<file path="src/design/rms_automatic_gain_control_defines.svh">
// assertion macros used by the design file agc_core
`ifndef RMS_AUTOMATIC_GAIN_CONTROL_DEFINES_SVH
`define RMS_AUTOMATIC_GAIN_CONTROL_DEFINES_SVH

// implication checked every clock outside reset
`define AGC_ASSERT(label, ante, cons, msg) \
  label: assert property (@(posedge clk) disable iff (rst) (ante) |-> (cons)) \
    else $error(msg);

// next-cycle implication checked every clock outside reset
`define AGC_ASSERT_NEXT(label, ante, cons, msg) \
  label: assert property (@(posedge clk) disable iff (rst) (ante) |=> (cons)) \
    else $error(msg);

`endif

</file>
<file path="src/design/agc_pkg.sv">
`timescale 1ns / 1ps
package agc_pkg;
  localparam int SampleBits = 24;
  localparam int GainFracBits = 20;
  localparam int GainBits = GainFracBits + 4;
  localparam int MsBits = 2 * SampleBits;
  localparam int RmsBits = SampleBits;
  localparam int CfgIdxBits = 2;
  localparam int CfgDataBits = 32;

  localparam logic [CfgIdxBits-1:0] RegTarget = 2'd0;
  localparam logic [CfgIdxBits-1:0] RegMaxGain = 2'd1;
  localparam logic [CfgIdxBits-1:0] RegCoeff = 2'd2;
  localparam logic [CfgIdxBits-1:0] RegMix = 2'd3;

  localparam logic [SampleBits-1:0] TargetReset = 24'd2107134;
  localparam logic [GainBits-1:0] MaxGainReset = 24'd4174469;
  localparam logic [31:0] CoeffReset = 32'd4294877818;
  localparam logic [16:0] MixOne = 17'd65536;
  localparam logic [31:0] CoeffFall = 32'd4290672329;
  localparam logic [GainBits-1:0] GainOne = GainBits'(1) << GainFracBits;
  localparam logic [GainBits-1:0] FloorGain =
    GainBits'(((1 << GainFracBits) + 500) / 1000);
endpackage

</file>
<file path="src/design/agc_if.sv">
`timescale 1ns / 1ps
interface agc_in_if import agc_pkg::*; ();
  logic valid;
  logic ready;
  logic signed [SampleBits-1:0] left_sample;
  logic signed [SampleBits-1:0] right_sample;
  modport source (output valid, left_sample, right_sample, input ready);
  modport sink (input valid, left_sample, right_sample, output ready);
endinterface

interface agc_out_if import agc_pkg::*; ();
  logic valid;
  logic ready;
  logic signed [SampleBits-1:0] left_out;
  logic signed [SampleBits-1:0] right_out;
  logic [GainBits-1:0] gain_now;
  modport source (output valid, left_out, right_out, gain_now, input ready);
  modport sink (input valid, left_out, right_out, gain_now, output ready);
endinterface

</file>
<file path="src/design/agc_mac.sv">
`timescale 1ns / 1ps
// shared 33x32 multiplier, one registered product per cycle
module agc_mac import agc_pkg::*; (
  input  logic        clk,
  input  logic [32:0] a,
  input  logic [31:0] b,
  output logic [64:0] p
);
  always_ff @(posedge clk) begin
    p <= 65'(a) * 65'(b);
  end
endmodule

</file>
<file path="src/design/agc_core.sv">
`timescale 1ns / 1ps
`include "rms_automatic_gain_control_defines.svh"
module agc_core import agc_pkg::*; (
  input  logic                         clk,
  input  logic                         rst,
  input  logic                         start,
  input  logic signed [SampleBits-1:0] l_in,
  input  logic signed [SampleBits-1:0] r_in,
  input  logic [SampleBits-1:0]        target_level,
  input  logic [GainBits-1:0]          max_gain,
  input  logic [31:0]                  smooth_coeff,
  input  logic [16:0]                  mix,
  output logic                         busy,
  output logic                         done,
  output logic [SampleBits-1:0]        l_res,
  output logic [SampleBits-1:0]        r_res,
  output logic [GainBits-1:0]          gain_res
);
  typedef enum logic [3:0] {
    S_IDLE, S_SQ, S_MS1, S_MS2, S_MS3, S_MS4, S_SQRT, S_DIV, S_CLAMP,
    S_G1, S_G2, S_G3, S_CH
  } state_t;

  state_t state;
  logic [5:0] cnt;
  logic signed [SampleBits-1:0] l_reg, r_reg;
  logic [SampleBits-1:0] mono;
  logic [MsBits-1:0] ms, sq;
  logic [65:0] acc;
  logic [MsBits-1:0] rem_v;
  logic [RmsBits-1:0] root;
  logic [RmsBits+1:0] srem;
  logic [SampleBits+GainFracBits-1:0] quo;
  logic [RmsBits:0] drem;
  logic [GainBits-1:0] gain, desired;
  logic [2:0] ph;
  logic [SampleBits-1:0] mag;
  logic [SampleBits+3:0] wet;
  logic neg;
  logic [32:0] ma;
  logic [31:0] mb;
  logic [64:0] mp;
  logic [SampleBits:0] ssum;
  logic [RmsBits+1:0] strial;
  logic [RmsBits:0] dshift;
  logic [32:0] kc;
  logic [SampleBits-1:0] lim, outv;
  logic [64:0] mixsum;

  agc_mac u_mac (.clk(clk), .a(ma), .b(mb), .p(mp));

  assign kc = 33'h1_0000_0000 - 33'(state == S_G1 || state == S_G2 ?
    (desired < gain ? CoeffFall : smooth_coeff) : smooth_coeff);
  assign ssum = {l_in[SampleBits-1], l_in} + {r_in[SampleBits-1], r_in};
  assign strial = {srem[RmsBits-1:0], rem_v[MsBits-1 -: 2]} - {root, 2'b01};
  assign dshift = {drem[RmsBits-1:0], quo[SampleBits+GainFracBits-1]};

  always_comb begin
    ma = '0;
    mb = '0;
    case (state)
      S_SQ:  begin ma = 33'(mono); mb = 32'(mono); end
      S_MS1: begin ma = 33'(smooth_coeff); mb = ms[31:0]; end
      S_MS2: begin ma = kc; mb = sq[31:0]; end
      S_MS3: begin ma = 33'(smooth_coeff); mb = 32'(ms[MsBits-1:32]); end
      S_MS4: begin ma = kc; mb = 32'(sq[MsBits-1:32]); end
      S_G1:  begin
        ma = 33'(desired < gain ? CoeffFall : smooth_coeff); mb = 32'(gain);
      end
      S_G2:  begin ma = kc; mb = 32'(desired); end
      S_CH: begin
        case (ph)
          3'd0: begin ma = 33'(mag); mb = 32'(gain); end
          3'd1: begin ma = 33'(mag); mb = 32'(MixOne - mix); end
          3'd2, 3'd3: begin ma = 33'(wet); mb = 32'(mix); end
          default: ;
        endcase
      end
      default: ;
    endcase
  end

  assign lim = SampleBits'(1) << (SampleBits - 1);
  assign mixsum = acc[64:0] + mp;
  always_comb begin
    outv = SampleBits'(mixsum[64:16] > 49'(lim) ? 49'(lim) : mixsum[64:16]);
    if (!neg && outv > lim - 1'b1) outv = lim - 1'b1;
    if (neg) outv = -outv;
  end

  assign busy = state != S_IDLE;

  always_ff @(posedge clk) begin
    done <= 1'b0;
    if (rst) begin
      state <= S_IDLE;
      ms <= '0;
      gain <= GainOne;
      cnt <= '0;
      ph <= '0;
    end else begin
      case (state)
        S_IDLE: if (start) begin
          l_reg <= l_in;
          r_reg <= r_in;
          mono <= SampleBits'((ssum[SampleBits] ? -ssum : ssum) >> 1);
          cnt <= '0;
          state <= S_SQ;
        end
        S_SQ: begin
          cnt <= cnt + 1'b1;
          if (cnt == 6'd1) begin
            sq <= MsBits'(mp);
            cnt <= '0;
            state <= S_MS1;
          end
        end
        S_MS1: begin cnt <= 6'd1; state <= S_MS2; acc <= '0; end
        S_MS2: begin acc <= 66'(mp); state <= S_MS3; end
        S_MS3: begin acc <= acc + 66'(mp); state <= S_MS4; end
        S_MS4: begin
          cnt <= cnt + 1'b1;
          if (cnt == 6'd1) acc <= 66'(acc[65:32]) + 66'(mp);
          if (cnt == 6'd2) acc <= acc + 66'(mp);
          if (cnt == 6'd3) begin
            ms <= MsBits'(acc);
            rem_v <= MsBits'(acc);
            root <= '0;
            srem <= '0;
            cnt <= '0;
            state <= S_SQRT;
          end
        end
        S_SQRT: begin
          rem_v <= rem_v << 2;
          if (!strial[RmsBits+1]) begin
            srem <= strial;
            root <= {root[RmsBits-2:0], 1'b1};
          end else begin
            srem <= {srem[RmsBits-1:0], rem_v[MsBits-1 -: 2]};
            root <= {root[RmsBits-2:0], 1'b0};
          end
          cnt <= cnt + 1'b1;
          if (cnt == 6'(RmsBits - 1)) begin
            cnt <= '0;
            quo <= {target_level, GainFracBits'(0)};
            drem <= '0;
            state <= S_DIV;
          end
        end
        S_DIV: begin
          if (root == '0) begin
            desired <= max_gain;
            state <= S_CLAMP;
          end else begin
            if (dshift >= {1'b0, root}) begin
              drem <= dshift - {1'b0, root};
              quo <= {quo[SampleBits+GainFracBits-2:0], 1'b1};
            end else begin
              drem <= dshift;
              quo <= {quo[SampleBits+GainFracBits-2:0], 1'b0};
            end
            cnt <= cnt + 1'b1;
            if (cnt == 6'(SampleBits + GainFracBits - 1)) state <= S_CLAMP;
          end
        end
        S_CLAMP: begin
          if (root == '0) begin
            desired <= max_gain;
          end else if (quo < 44'(FloorGain)) begin
            desired <= FloorGain > max_gain ? max_gain : FloorGain;
          end else begin
            desired <= quo > 44'(max_gain) ? max_gain : GainBits'(quo);
          end
          state <= S_G1;
        end
        S_G1: begin state <= S_G2; end
        S_G2: begin acc <= 66'(mp); state <= S_G3; end
        S_G3: begin
          gain <= GainBits'((acc[64:0] + mp) >> 32);
          neg <= l_reg[SampleBits-1];
          mag <= SampleBits'(l_reg[SampleBits-1] ? -l_reg : l_reg);
          ph <= '0;
          cnt <= '0;
          state <= S_CH;
        end
        S_CH: begin
          ph <= ph + 1'b1;
          case (ph)
            3'd1: wet <= mp[GainFracBits +: SampleBits+4];
            3'd2: acc <= 66'(mp);
            3'd4: begin
              if (cnt == 6'd0) begin
                l_res <= outv;
                neg <= r_reg[SampleBits-1];
                mag <= SampleBits'(r_reg[SampleBits-1] ? -r_reg : r_reg);
                cnt <= 6'd1;
                ph <= '0;
              end else begin
                r_res <= outv;
                gain_res <= gain;
                done <= 1'b1;
                state <= S_IDLE;
              end
            end
            default: ;
          endcase
        end
        default: state <= S_IDLE;
      endcase
    end
  end

  `AGC_ASSERT(a_start_idle, start, state == S_IDLE, "start while busy")
  `AGC_ASSERT_NEXT(a_done_idle, done, state == S_IDLE, "done but not idle")
  `AGC_ASSERT(a_done_quiet, done, !busy, "busy while done")
endmodule

</file>
<file path="src/design/rms_automatic_gain_control.sv">
`timescale 1ns / 1ps
// channel   dir  beat
// in_ch     in   left_sample, right_sample
// out_ch    out  left_out, right_out, gain_now
// cfg       in   cfg_we, cfg_idx, cfg_data
// 24 square root steps and 44 divide steps dominate the core busy time,
// the rest is the square, smoothing, gain update and both channel scales
// zero mean square skips the divide steps
// ready only while the core is idle and no result waits
// rst synchronous active high, gain 1.0 and mean square 0 after reset
module rms_automatic_gain_control import agc_pkg::*; (
  input  logic                   clk,
  input  logic                   rst,
  agc_in_if.sink                 in_ch,
  agc_out_if.source              out_ch,
  input  logic                   cfg_we,
  input  logic [CfgIdxBits-1:0]  cfg_idx,
  input  logic [CfgDataBits-1:0] cfg_data
);
  logic [SampleBits-1:0] target_level;
  logic [GainBits-1:0] max_gain;
  logic [31:0] smooth_coeff;
  logic [16:0] wet_mix, mix;
  logic busy, done, start;
  logic [SampleBits-1:0] l_res, r_res;
  logic [GainBits-1:0] g_res;

  always_ff @(posedge clk) begin
    if (rst) begin
      target_level <= TargetReset;
      max_gain <= MaxGainReset;
      smooth_coeff <= CoeffReset;
      wet_mix <= MixOne;
    end else if (cfg_we) begin
      case (cfg_idx)
        RegTarget: target_level <= cfg_data[SampleBits-1:0];
        RegMaxGain: max_gain <= cfg_data[GainBits-1:0];
        RegCoeff: smooth_coeff <= cfg_data;
        RegMix: wet_mix <= cfg_data[16:0];
        default: ;
      endcase
    end
  end

  assign mix = wet_mix > MixOne ? MixOne : wet_mix;
  assign in_ch.ready = !busy && !done && !out_ch.valid;
  assign start = in_ch.valid && in_ch.ready;

  agc_core u_core (
    .clk, .rst, .start,
    .l_in(in_ch.left_sample), .r_in(in_ch.right_sample),
    .target_level, .max_gain, .smooth_coeff, .mix,
    .busy, .done, .l_res, .r_res, .gain_res(g_res)
  );

  always_ff @(posedge clk) begin
    if (rst) begin
      out_ch.valid <= 1'b0;
    end else if (done) begin
      out_ch.valid <= 1'b1;
      out_ch.left_out <= l_res;
      out_ch.right_out <= r_res;
      out_ch.gain_now <= g_res;
    end else if (out_ch.ready) begin
      out_ch.valid <= 1'b0;
    end
  end
endmodule

</file>
<file path="src/flat_wrapper.sv">
// flat-port wrapper written by rule: the top's interface ports become plain ports
module rms_automatic_gain_control_flat import agc_pkg::*;
  (clk, rst, cfg_we, cfg_idx, cfg_data, in_ch_valid, in_ch_left_sample, in_ch_right_sample, in_ch_ready, out_ch_valid, out_ch_left_out, out_ch_right_out, out_ch_gain_now, out_ch_ready);
  agc_in_if in_ch_i ();
  agc_out_if out_ch_i ();
  input  logic clk;
  input  logic rst;
  input  logic cfg_we;
  input  logic [CfgIdxBits-1:0] cfg_idx;
  input  logic [CfgDataBits-1:0] cfg_data;
  input wire logic [$bits(in_ch_i.valid)-1:0] in_ch_valid;
  input wire logic [$bits(in_ch_i.left_sample)-1:0] in_ch_left_sample;
  input wire logic [$bits(in_ch_i.right_sample)-1:0] in_ch_right_sample;
  output wire logic [$bits(in_ch_i.ready)-1:0] in_ch_ready;
  output wire logic [$bits(out_ch_i.valid)-1:0] out_ch_valid;
  output wire logic [$bits(out_ch_i.left_out)-1:0] out_ch_left_out;
  output wire logic [$bits(out_ch_i.right_out)-1:0] out_ch_right_out;
  output wire logic [$bits(out_ch_i.gain_now)-1:0] out_ch_gain_now;
  input wire logic [$bits(out_ch_i.ready)-1:0] out_ch_ready;
  assign in_ch_i.valid = in_ch_valid;
  assign in_ch_i.left_sample = in_ch_left_sample;
  assign in_ch_i.right_sample = in_ch_right_sample;
  assign in_ch_ready = in_ch_i.ready;
  assign out_ch_valid = out_ch_i.valid;
  assign out_ch_left_out = out_ch_i.left_out;
  assign out_ch_right_out = out_ch_i.right_out;
  assign out_ch_gain_now = out_ch_i.gain_now;
  assign out_ch_i.ready = out_ch_ready;
  rms_automatic_gain_control u_core (.clk(clk), .rst(rst), .in_ch(in_ch_i), .out_ch(out_ch_i), .cfg_we(cfg_we), .cfg_idx(cfg_idx), .cfg_data(cfg_data));
endmodule
</file>
<file path="config.mk">
export PLATFORM = sky130hd
export DESIGN_NAME = rms_automatic_gain_control_flat
export DESIGN_NICKNAME = d
export VERILOG_FILES = /design/src/design/agc_pkg.sv /design/src/design/agc_if.sv /design/src/design/agc_mac.sv /design/src/design/agc_core.sv /design/src/design/rms_automatic_gain_control.sv /design/src/flat_wrapper.sv
export VERILOG_INCLUDE_DIRS = /design/src /design/src/design
export SDC_FILE = /design/constraint.sdc
export NUM_CORES = 2
export LEC_CHECK = 0
export BUFFER_PORTS_ARGS = -buffer_cell sky130_fd_sc_hd__buf_2
export CAP_MARGIN = 5
export CORE_MARGIN = 2
export CORE_UTILIZATION = 39
export DETAILED_ROUTE_END_ITERATION = 10
export GPL_TIMING_DRIVEN = 1
export PLACE_DENSITY = 0.65
export SLEW_MARGIN = 20
export SYNTH_ARGS = -nofsm -noshare
export SYNTH_HDL_FRONTEND = slang
export SYNTH_HIERARCHICAL = 1
export SYNTH_SLANG_ARGS = --single-unit
</file>
<file path="constraint.sdc">
create_clock -name clk -period 13 [get_ports clk]
set_input_delay 0 -clock clk [delete_from_list [all_inputs] [get_ports clk]]
set_output_delay 0 -clock clk [all_outputs]
set_load 0.02 [all_outputs]
</file>
# ---- Yosys cells after proc, flatten, opt, wreduce, memory -nomap -nowiden
# Cells that the tools add are included.
dict set report word_totals {
  ff_bits 820
  latchBits 0
  mem_bits_rw 0
  romBits 0
  output_inout_bits 74
  elab_cells 210
  memories 0
}
dict set report op_classes {
  addsub 14
  mul 1
  div_mod_pow 0
  magnitude_cmp 8
  n_eq_ne 36
  shifts 0
  muxes 68
  bitwise_logic 4
  reduce_logical 46
}
# op count
set ops {}
lappend ops {{$mux 24} 19}
lappend ops {{$pmux 66 s5} 1}
lappend ops {{$pmux 32 s8} 1}
lappend ops {{$pmux 24 s2} 5}
lappend ops {{$mux 66} 3}
lappend ops {{$pmux 33 s5} 1}
lappend ops {{$pmux 32 s3} 1}
lappend ops {{$pmux 48 s2} 1}
lappend ops {{$mux 44} 2}
lappend ops {{$pmux 44 s2} 1}
lappend ops {{$neg 24->24} 3}
lappend ops {{$add 34x65->66} 1}
lappend ops {{$add 66x65->66} 1}
lappend ops {{$add 65x65->65} 1}
lappend ops {{$mul 33x32->65} 1}
lappend ops {{$pmux 28 s2} 1}
lappend ops {{$pmux 4 s13} 1}
lappend ops {{$gt 49x24->1 const B} 1}
lappend ops {{$mux 48} 1}
lappend ops {{$pmux 6 s8} 1}
lappend ops {{$gt 44x24->1} 1}
lappend ops {{$lt 44x11->1 const B} 1}
lappend ops {{$mux 6} 7}
lappend ops {{$mux 33} 1}
lappend ops {{56 further kinds} 120}

# ---- Logic depth before layout (Yosys ltp)
dict set report depth {
  ltp_word 8
  depth_mapped 50
  ltp_nobuf 46
}

# ---- By module
# Netlist, hierarchy kept.
# mod instances cells_each area_each_um2 seq_area_each_um2
set by_module_without_submodules {}
lappend by_module_without_submodules {agc_core 1 4142 38348.0 16706.0}
lappend by_module_without_submodules {agc_mac 1 3942 35551.6 1301.2}
lappend by_module_without_submodules {rms_automatic_gain_control 1 528 5849.4 4124.0}

# ---- Worst setup path after synthesis
# No wires, ideal clock.
dict set report synth_timing {
  path_kind {flip-flop to flip-flop}
  startpoint {register u_core.u_core.gain[17]}
  endpoint {register u_core.u_core.u_mac.p[57]}
  setup_ps 72
  arrival_time_ps 10767
  path_slack_ps 2162
  path_stages_with_launch 48
  period_less_slack_ps 10838
  cell_sequence {dfxtp_1 inv_1 ha_1 a21o_1 a21o_1 a21o_1 a21o_1 a21o_1 a21o_1 a21o_1 or3_1 nand2_1 clkbuf_1 clkbuf_1 nor2_1 ha_1 and2_1 nand2_1 [... 12 more ...] fa_1 inv_1 fa_1 inv_1 fa_1 inv_1 fa_1 inv_1 ha_1 and4_1 o21ai_1 o21ba_1 o21ai_1 a222oi_1 a2111oi_2 nor2_2 o41ai_2 xor2_1}
}
dict set report synth_between {
  elab_chain_cells 6
  word_cells_on_any_way 8
}
# element line_no
set synth_rtl {}
lappend synth_rtl {{from (decl)} agc_core.sv:35} ;# logic [GainBits-1:0] gain, desired;
lappend synth_rtl {{from (signal assigned)} agc_core.sv:98} ;# gain <= GainOne;
lappend synth_rtl {{from (signal assigned)} agc_core.sv:180} ;# gain <= GainBits'((acc[64:0] + mp) >> 32);
lappend synth_rtl {{$lt 24x24->1 *} {agc_core.sv:53, agc_core.sv:68}}
lappend synth_rtl {{$mux 32 *} {agc_core.sv:53, agc_core.sv:68}}
lappend synth_rtl {{$mux 33} agc_core.sv:52} ;# assign kc = 33'h1_0000_0000 - 33'(state == S_G1 || state == S_G2 ?
lappend synth_rtl {{$sub 33x33->33} agc_core.sv:52}
lappend synth_rtl {{$pmux 33 s5 *} agc_core.sv:61} ;# case (state)
lappend synth_rtl {{named net u_core.u_core.ma[14]} agc_core.sv:40} ;# logic [32:0] ma;
lappend synth_rtl {{$mul 33x32->65 *} agc_mac.sv:10} ;# p <= 65'(a) * 65'(b);
lappend synth_rtl {{to (signal assigned)} agc_mac.sv:10}
lappend synth_rtl {{to (decl)} agc_mac.sv:7} ;# output logic [64:0] p
# Mark *: on every way through the listed nets, which the timed path passes. The rest lies on a longest branch.
# A chain may end at the register's enable or synchronous reset.

# ---- Final worst setup path
dict set report layout_timing {
  startpoint {register u_core.u_core.gain[17]}
  endpoint {register u_core.u_core.u_mac.p[53]}
}
# Same word-level chain as after synthesis.

==> metrics.yaml <==
sta:
  worst_slack_ns: 0.8164
  drv_slew: 0
  fin_skew_ns: 0.03144
  period_minus_slack_ns: 12.18
  setup_viol: 0
  worst_pin_slew_ns: 1.129
  slew-limit-headroom: 0.2472
  hold_violations: 0
  hold_ws_ns: 0.03550
  fin_crit_sh: 0.9372
  rsz0062_at_grt: "no"
  fmax_mhz: 82.08
  tns_ns: 0
global_routing:
  grt_pass1_vias: 64630
  grt_pass1_wl_mm: 403.8
  antenna_found_initial: 21
  grt_max_degree: 97
  grtUsageTotal: 0.2535
  grt-ovfl-total: 0
cts:
  cts_tree: "built"
  clock_latency_ns: 0.72
  numCtsBuffers: 82
  ctsRootBufferMaster: "clkbuf_16"
  clk_path_buf_depth: 3
  worst_setup_hold_path_clk_slew_ns: 0.07
  cts_htree_levels: 3
  numClockSinks: 820
logic_synthesis:
  async_flop_share: 0
  synth_warnings: 6
  synth_compound_area_frac: 0.1192
  synth-seq-cells: 820
  post_synth.cell_area_avg_um2: 9.260
  synthXorXnorAreaFrac: 0.03183
  ys.flop_type: "edfxtp_1"
  synthMuxAreaShare: 0.004707
  synth_top_family_by_area: "adder cells"
  synth-edff-count: 571
  postSynthNetCount: 10130
  synthSimpleGateAreaFrac: 0.1782
  synth_area_um2: 79750
  syn_inst: 8612
  ys_types: 112
  yosysSeqAreaShare: 0.2775
  synthAdderAreaFrac: 0.3114
setup_path:
  worst_path_max_delay_cell: "a2111oi_2"
  worstSetupPathType: "register to register"
  start_kind: "register"
  max_stage_delay_ns: 0.78
  cp.required_ns: 13.59
  cp_common_cell: "fa_1"
  worstSetupEndpointType: "register"
  cp.arrival_ns: 12.77
  cp_max_fo: 32
placement:
  hpwl_mm: 206.8
  place_congestion: 0.9777
  numPortBuffers: 160
  dp_slack_ns: 1.014
floorplanning:
  die_area_um2: 208100
  initial_utilization: 0.3934
  num_rows: 165
  pin_count: 161
  die-height_um: 456.2
  core_area_um2: 202700
  die_w_um: 456.2
final_layout:
  largestRegisters: "u_core/u_core/acc: 66 flops, u_core/u_core/u_mac/p: 65 flops"
  syn_to_final_growth_pct: 9.633
  final_common_cell: "nand2_1"
  final_cell_mix: "nand2_1 (1447), inv_1 (1142), fa_1 (930), edfxtp_1 (571), and2_1 (525)"
  largest_reg_flops: 66
  drive_above_1_share: 0.06872
  layout.nets: 10210
  largest-register: "u_core/u_core/acc"
  fin_util: 0.4313
power:
  ir_drop_v: 0.0002872
  p_switching_mw: 8.446
  cellPowerDensity_nw_per_um2: 185.4
  p_leak_nw: 37.86
  p_seq_frac: 0.210
  p_int_mw: 7.760
  pwr-share-comb: 0.641
  swShare: 0.5211
  p_clk_frac: 0.149
route:
  num_vias: 64760
  drc: 0
  drt_iter0_drc: 7065
  drt-wirelength-per-cell_um: 23.48
  ant_nets: 0
  wl_mm: 268.6
  first_pass_iters: 9
  viasPerCell: 5.661
outcome:
  status: "finished, final reports clean"
flow_run:
  cap_violations: 0
hold_path:
  min_path_type: "input pin to register"
==> cell families (layout without fill, tap and decap cells) <==
group | after synthesis | count (layout)
and+or+nand+nor | 3002 | 3002
AOI/OAI and AO/OA | 1446 | 1446
other | 0 | 7
xor gates and xnor gates | 289 | 289
muxes | 37 | 37
adders and majority gates | 1427 | 1427
DFF | 820 | 820
buffers and inverters | 1591 | 1739
==> timing repair <==
item                      in CTS  in global routing
hold endpoints to repair     164                  0
hold buffers                 103                  0
buffers inserted               0                  0
gates resized for setup        0                  0
==> Yosys cell counts, types with 14 or more instances <==
cell	instances	area share
nand3_1	87	0.0055
nand2_1	1448	0.068
ha_1	497	0.078
a221o_1	32	0.0040
a22oi_1	58	0.0055
nor3_1	108	0.0068
nand3b_1	57	0.0054
inv_1	1142	0.054
clkbuf_1	393	0.018
a31oi_1	46	0.0036
xnor2_1	175	0.019
or3_1	42	0.0033
o21a_1	33	0.0031
nand2b_1	38	0.0030
xor2_1	113	0.012
dfxtp_1	249	0.063
o31ai_1	31	0.0029
o21bai_1	33	0.0031
and3_1	38	0.0030
a22o_1	23	0.0025
edfxtp_1	571	0.22
o211ai_1	40	0.0038
or4_1	18	0.0017
a21oi_1	458	0.029
nor4_1	58	0.0045
a222oi_1	39	0.0049
fa_1	930	0.23
nor2b_1	60	0.0047
and2_1	525	0.041
a21o_1	120	0.011
buf_2	22	0.0014
o221ai_1	20	0.0022
a221oi_1	26	0.0029
o31a_1	14	0.0015
or2_2	23	0.0018
nand4_1	79	0.0062
mux2i_1	33	0.0041
nor2_1	364	0.017
o21ai_0	272	0.017
a211oi_1	33	0.0031
==> layer usage <==
| metal | track usage | vias up | routed length (µm) |
|---|---|---|---|
| met5 | 0 | - | 43 |
| met1 | 0.3413 | 32440 | 111600 |
| met4 | 0.1230 | 6 | 15080 |
| li1 | - | 28690 | - |
| met2 | 0.3956 | 3010 | 119200 |
| met3 | 0.04324 | 610 | 22670 |
==> power groups by stage <==
stage                     sequential (mW)  combinational [mW]  clock, mW
after global routing                 3.39                11.4       2.54
after detailed placement             3.43                10.2          0
final                                3.40                10.4       2.41
after floorplan                      3.26                6.72          0
after CTS                            3.38                10.3       2.45
after global placement               3.43                10.1          0
==> cell type report <==
type | instances | area [µm²]
Clock inverter | 52 | 465.4
Fill cell | 19640 | 115300
Antenna cell | 7 | 17.52
Timing Repair Buffer | 444 | 3209
Clock buffer | 101 | 2186
Tap cell | 2672 | 3343
Multi-Input combinational cell | 6201 | 51790
Inverter | 1142 | 4287
Sequential cell | 820 | 22130
==> path summary, 6_finish.rpt <==
path	slack (ns)	cells past startpoint	endpoint	from
worst max-delay path	0.82	44	u_core/u_core/u_mac/p[53]	u_core/u_core/gain[17]
worst max register to register	0.82	44	u_core/u_core/u_mac/p[53]	u_core/u_core/gain[17]
worst min-delay path	0.04	2	u_core/u_core/l_reg[11]	in_ch_left_sample[11]
worst min register to register	0.41	0	u_core/out_ch.right_out[19]	u_core/u_core/r_res[19]
==> critical path: cells and delay by family (launching register included) <==
kind / cells / cell delay [ns]
AOI/OAI and AO/OA: 16 / 3.58
xor gates and xnor gates: 1 / 0.36
and+or+nand+nor: 8 / 1.82
adders and majority gates: 11 / 5.05
DFF: 1 / 0.42
buffers and inverters: 8 / 0.74
==> per-stage QoR <==
stage / std cells / total power [mW] / instance area, µm²
floorplan: 8612 / 9.982 / 79750
CTS: 11430 / 16.14 / 87400
global placement: 11180 / 13.56 / 83690
global route: 11430 / 17.30 / 87420
detailed placement: 11180 / 13.66 / 83710
finish: 11440 / 16.21 / 87430
No activity file was read; power rests on OpenSTA's default activity.
